## src/takf_mul.sv

```systemverilog
// Shared signed multiplier with a registered product.
// Depends on nothing but its operands; used by the top level for every product.
module takf_mul (
    input  logic               aclk,
    input  logic signed [32:0] op_a,
    input  logic signed [25:0] op_b,
    output logic signed [58:0] prod
);
    logic signed [58:0] prod_reg;

    always_ff @(posedge aclk) begin
        prod_reg <= op_a * op_b;
    end

    assign prod = prod_reg;
endmodule

```

## config.mk

```make
export PLATFORM = sky130hd
export DESIGN_NAME = takf_mul
export DESIGN_NICKNAME = d
export VERILOG_FILES = /design/src/takf_mul.sv
export SDC_FILE = /design/constraint.sdc
export NUM_CORES = 2
export LEC_CHECK = 0
export ABC_AREA = 1
export BUFFER_PORTS_ARGS = -buffer_cell sky130_fd_sc_hd__buf_2
export CAP_MARGIN = 20
export CELL_PAD_IN_SITES_DETAIL_PLACEMENT = 0
export CELL_PAD_IN_SITES_GLOBAL_PLACEMENT = 1
export CORE_ASPECT_RATIO = 0.9
export CORE_UTILIZATION = 35
export DETAILED_ROUTE_END_ITERATION = 6
export PLACE_DENSITY_LB_ADDON = 0.1
export SLEW_MARGIN = 20
export SYNTH_ARGS = -nofsm -noshare
export SYNTH_HDL_FRONTEND = slang
export SYNTH_SLANG_ARGS = --single-unit
```

## constraint.sdc

```tcl
create_clock -name aclk -period 11.8 [get_ports aclk]
set_clock_uncertainty 0.15 [all_clocks]
set_input_delay 1.77 -clock aclk [delete_from_list [all_inputs] [get_ports aclk]]
set_output_delay 1.77 -clock aclk [all_outputs]
set_load 0.03 [all_outputs]
```

==> reports/metrics.yaml <==
run_status: "complete, no violations"
cp-startpoint: "op_b[2]"
ctsRootBufferMaster: "sky130_fd_sc_hd__clkbuf_16"
setup_violations: 0
viasPerCell: 4.43
grt_pass1_wl_mm: 166
dpl-instance-area_sq_um: 35600
max_freq_ghz: 0.118
endpoint_kind: "flip-flop"
worst_path_max_delay_cell: "sky130_fd_sc_hd__fa_1"
syn_area_per_cell_sq_um: 7.62
worst_ep_arrival_time_ns: 8.55
grt_max_degree: 35
hold_depth: 4
min-delay-start: "op_b[0]"
crit_required_ns: 11.88
grt_most_used_layer: "met2"
finalWeightedCongestion: 0.888
fp-row-count: 108
synth_area_sq_um: 34000
max_slew_headroom: 0.297
via_count_of_the_first_global_routing_pass: 28400
tightest_slew_ns: 1.05
post_synth_inst_count: 4466
criticalPathCategory: "in2reg"
cts.sinks: 59
setup.worst_path.start_class: "primary input"
overflow: 0
syn-num-nets: 5564
final_period_minus_worst_setup_slack_ns: 8.47
h-tree-depth: 3
drv_cap: 0
critPathMostFrequentCell: "sky130_fd_sc_hd__inv_1"
tritoncts_clock_tree: "yes"
synth_cell_types: 28
cts_repair_resize_count: 0
rsz0062_at_grt: "no"
synth_warnings: 0
via_count: 25200
drt-initial-drc-count: 1163
routedWlPerCell_um: 18.0
groute.layer.met2.usage: 0.392
postCtsSetupBuffers: 0
die_width_um: 331
placeableCoreArea_sq_um: 96300
multi_input_area_sq_um: 26500
maximum_net_fanout_on_the_critical_path: 33
final_layout_size_suffix_gt1_frac: 0.0503
seqCellArea_sq_um: 1180
synth_compound_area_frac: 0.00809
numCtsBuffers: 9
dp_hpwl_mm: 86.4
cp_cell_sequence: "buf_2, nand2_1, inv_1, fa_1, fa_1, fa_1, inv_1, fa_1, inv_1, fa_1, inv_1, fa_1, inv_1, ha_1, nand2_2, nor2_2, nand2_1, inv_1, nand2_1, inv_1, nand3_1, nand4_1, nand2_1"
timing.final.hold_violations: 0
antenna_found_initial: 4
finalInstanceArea_sq_um: 35900
drt_pre_antenna_iters: 5
cts_max_path_buffers: 2
cts.clk_slew.worst_paths_ns: 0.05
initial_core_util: 0.353
cts_hold_buf: 0
postRouteWirelength_mm: 102
pin_count: 119
timing.final.max_slew_violations: 0
worst_path_largest_cell_delay_ns: 1.04
timing.hold.worst.class: "in2reg"
global_route.usage.met1: 0.307
final_min_period_over_clock_period: 0.717
synth-adder-area-share: 0.576
remaining_drc_errors: 0
post_synth_xor_area_fraction: 0.00773
largest_family_of_logic_cells_by_synthesized_area: "adder cells"
worst-path-buf-inv: 8
synth.yosys.seq_area_share: 0.0347
die_height_um: 298
proportion_of_synthesized_area_in_mux_cells: 0
largest_register_ff_count: 59
final_antenna_net_count: 0
timing.critical_path.depth: 23
fin_setup_tns_ns: 0
yosys_register_bits: 59
port_buffers: 118
design.final.nets: 5508
grtUsageMet3: 0.0114
fp.dieArea_sq_um: 98400
synth_simple_gate_area_share: 0.188
critical_path.top_delay_family: "adder cells"
grt_use_total: 0.221
syn2layout_area_growth_pct: 5.45
number_of_inserted_diodes: 0
fillCellCount: 10400
==> per-stage QoR <==
stage                     cells  setup slack (ns)   util  hold WS, ns
after CTS                  5680              3.29  0.372         1.84
after global placement     5664              2.97  0.369         2.05
after global routing       5680              2.90  0.372         1.87
after floorplan            4466              3.97      -         1.88
after detailed placement   5664              2.94  0.369         2.06
final                      5680              3.33  0.372         1.84
==> kinds of logic (layout without fill, tap and decap cells) <==
kind of cell | after synthesis | count (layout)
buffers and inverters | 1687 | 1636
XOR/XNOR | 30 | 30
AO/OA/AOI/OAI | 52 | 52
flip-flops | 59 | 59
AND/OR/NAND/NOR | 1600 | 1600
adder cells (fa/ha/maj) | 1038 | 1038
==> cell usage in the layout, fill, tap and decap left out, types with 2 or more instances in the layout <==
master / netlist / routed
sky130_fd_sc_hd__nor2_2: 22 / 22
sky130_fd_sc_hd__inv_6: 0 / 2
sky130_fd_sc_hd__nor3_1: 4 / 4
sky130_fd_sc_hd__buf_2: 0 / 118
sky130_fd_sc_hd__inv_1: 1476 / 1476
sky130_fd_sc_hd__inv_2: 9 / 9
sky130_fd_sc_hd__nor2_4: 3 / 3
sky130_fd_sc_hd__dfxtp_1: 59 / 59
sky130_fd_sc_hd__a21oi_1: 37 / 37
sky130_fd_sc_hd__nand2_1: 1345 / 1345
sky130_fd_sc_hd__xor2_1: 26 / 26
sky130_fd_sc_hd__nand4_1: 21 / 21
sky130_fd_sc_hd__or2_2: 9 / 9
sky130_fd_sc_hd__ha_1: 160 / 160
sky130_fd_sc_hd__xnor2_1: 4 / 4
sky130_fd_sc_hd__nor3_4: 2 / 2
sky130_fd_sc_hd__clkbuf_16: 0 / 9
sky130_fd_sc_hd__nand3_2: 5 / 5
sky130_fd_sc_hd__nor2_1: 105 / 105
sky130_fd_sc_hd__clkinv_4: 0 / 2
sky130_fd_sc_hd__and2_0: 2 / 2
sky130_fd_sc_hd__o21ai_0: 9 / 9
sky130_fd_sc_hd__buf_4: 0 / 17
sky130_fd_sc_hd__nor3_2: 5 / 5
sky130_fd_sc_hd__fa_1: 878 / 878
sky130_fd_sc_hd__and2_1: 7 / 7
sky130_fd_sc_hd__o21bai_1: 4 / 4
sky130_fd_sc_hd__nand3_1: 54 / 54
sky130_fd_sc_hd__nand2_2: 16 / 16
==> worst paths after layout <==
kind / slack (ns) / end
worst max-delay path: 3.33 / prod[42]
worst min-delay path: 1.84 / prod[0]
==> cells in the mapped netlist <==
cell type,count,area (sq um)
sky130_fd_sc_hd__a21boi_0,1,7.51
sky130_fd_sc_hd__inv_2,9,33.8
sky130_fd_sc_hd__nand3_1,54,270
sky130_fd_sc_hd__ha_1,160,2000
sky130_fd_sc_hd__nand2_1,1345,5050
sky130_fd_sc_hd__xnor2_1,4,35.0
sky130_fd_sc_hd__clkbuf_1,197,739
sky130_fd_sc_hd__nor2_2,22,138
sky130_fd_sc_hd__xor2_1,26,228
sky130_fd_sc_hd__and2_1,7,43.8
sky130_fd_sc_hd__or2_2,9,56.3
sky130_fd_sc_hd__nor3_2,5,50.1
sky130_fd_sc_hd__nand2_2,16,100
sky130_fd_sc_hd__nor3_1,4,20.0
sky130_fd_sc_hd__buf_1,5,18.8
sky130_fd_sc_hd__o21bai_1,4,30.0
sky130_fd_sc_hd__dfxtp_1,59,1180
sky130_fd_sc_hd__fa_1,878,17600
sky130_fd_sc_hd__nand3_2,5,50.1
sky130_fd_sc_hd__nor2_1,105,394
sky130_fd_sc_hd__inv_1,1476,5540
sky130_fd_sc_hd__and2_0,2,12.5
sky130_fd_sc_hd__a21o_1,1,7.51
sky130_fd_sc_hd__o21ai_0,9,45.0
sky130_fd_sc_hd__nor2_4,3,33.8
sky130_fd_sc_hd__nand4_1,21,131
sky130_fd_sc_hd__a21oi_1,37,185
sky130_fd_sc_hd__nor3_4,2,32.5
==> tightest hold or removal path: stages <==
cell and delay [ns]:
sky130_fd_sc_hd__buf_2 0.10, sky130_fd_sc_hd__buf_4 0.25, sky130_fd_sc_hd__nand2_1 0.12, sky130_fd_sc_hd__inv_1 0.04
==> area by class of cell <==
type                       instances  area share
multi-input combinational       2720       0.739
inverter                        1485       0.155
clock inverter                     6     0.00202
tap                             1265      0.0441
clock buffer                      10     0.00666
sequential                        59      0.0329
timing repair buffer             135      0.0200
==> routing by layer <==
metal  vias to the layer above  share of wire  routed length (um)
met3                        69          0.024                2470
met5                         -        0.00036                  37
met1                     12800           0.47               47800
li1                      12000              -                   -
met4                         6         0.0095                 973
met2                       324           0.50               51000
Power is left out: the tool's default activity adds up to more than one toggle a clock period on the data nets, which glitch-free logic cannot reach.
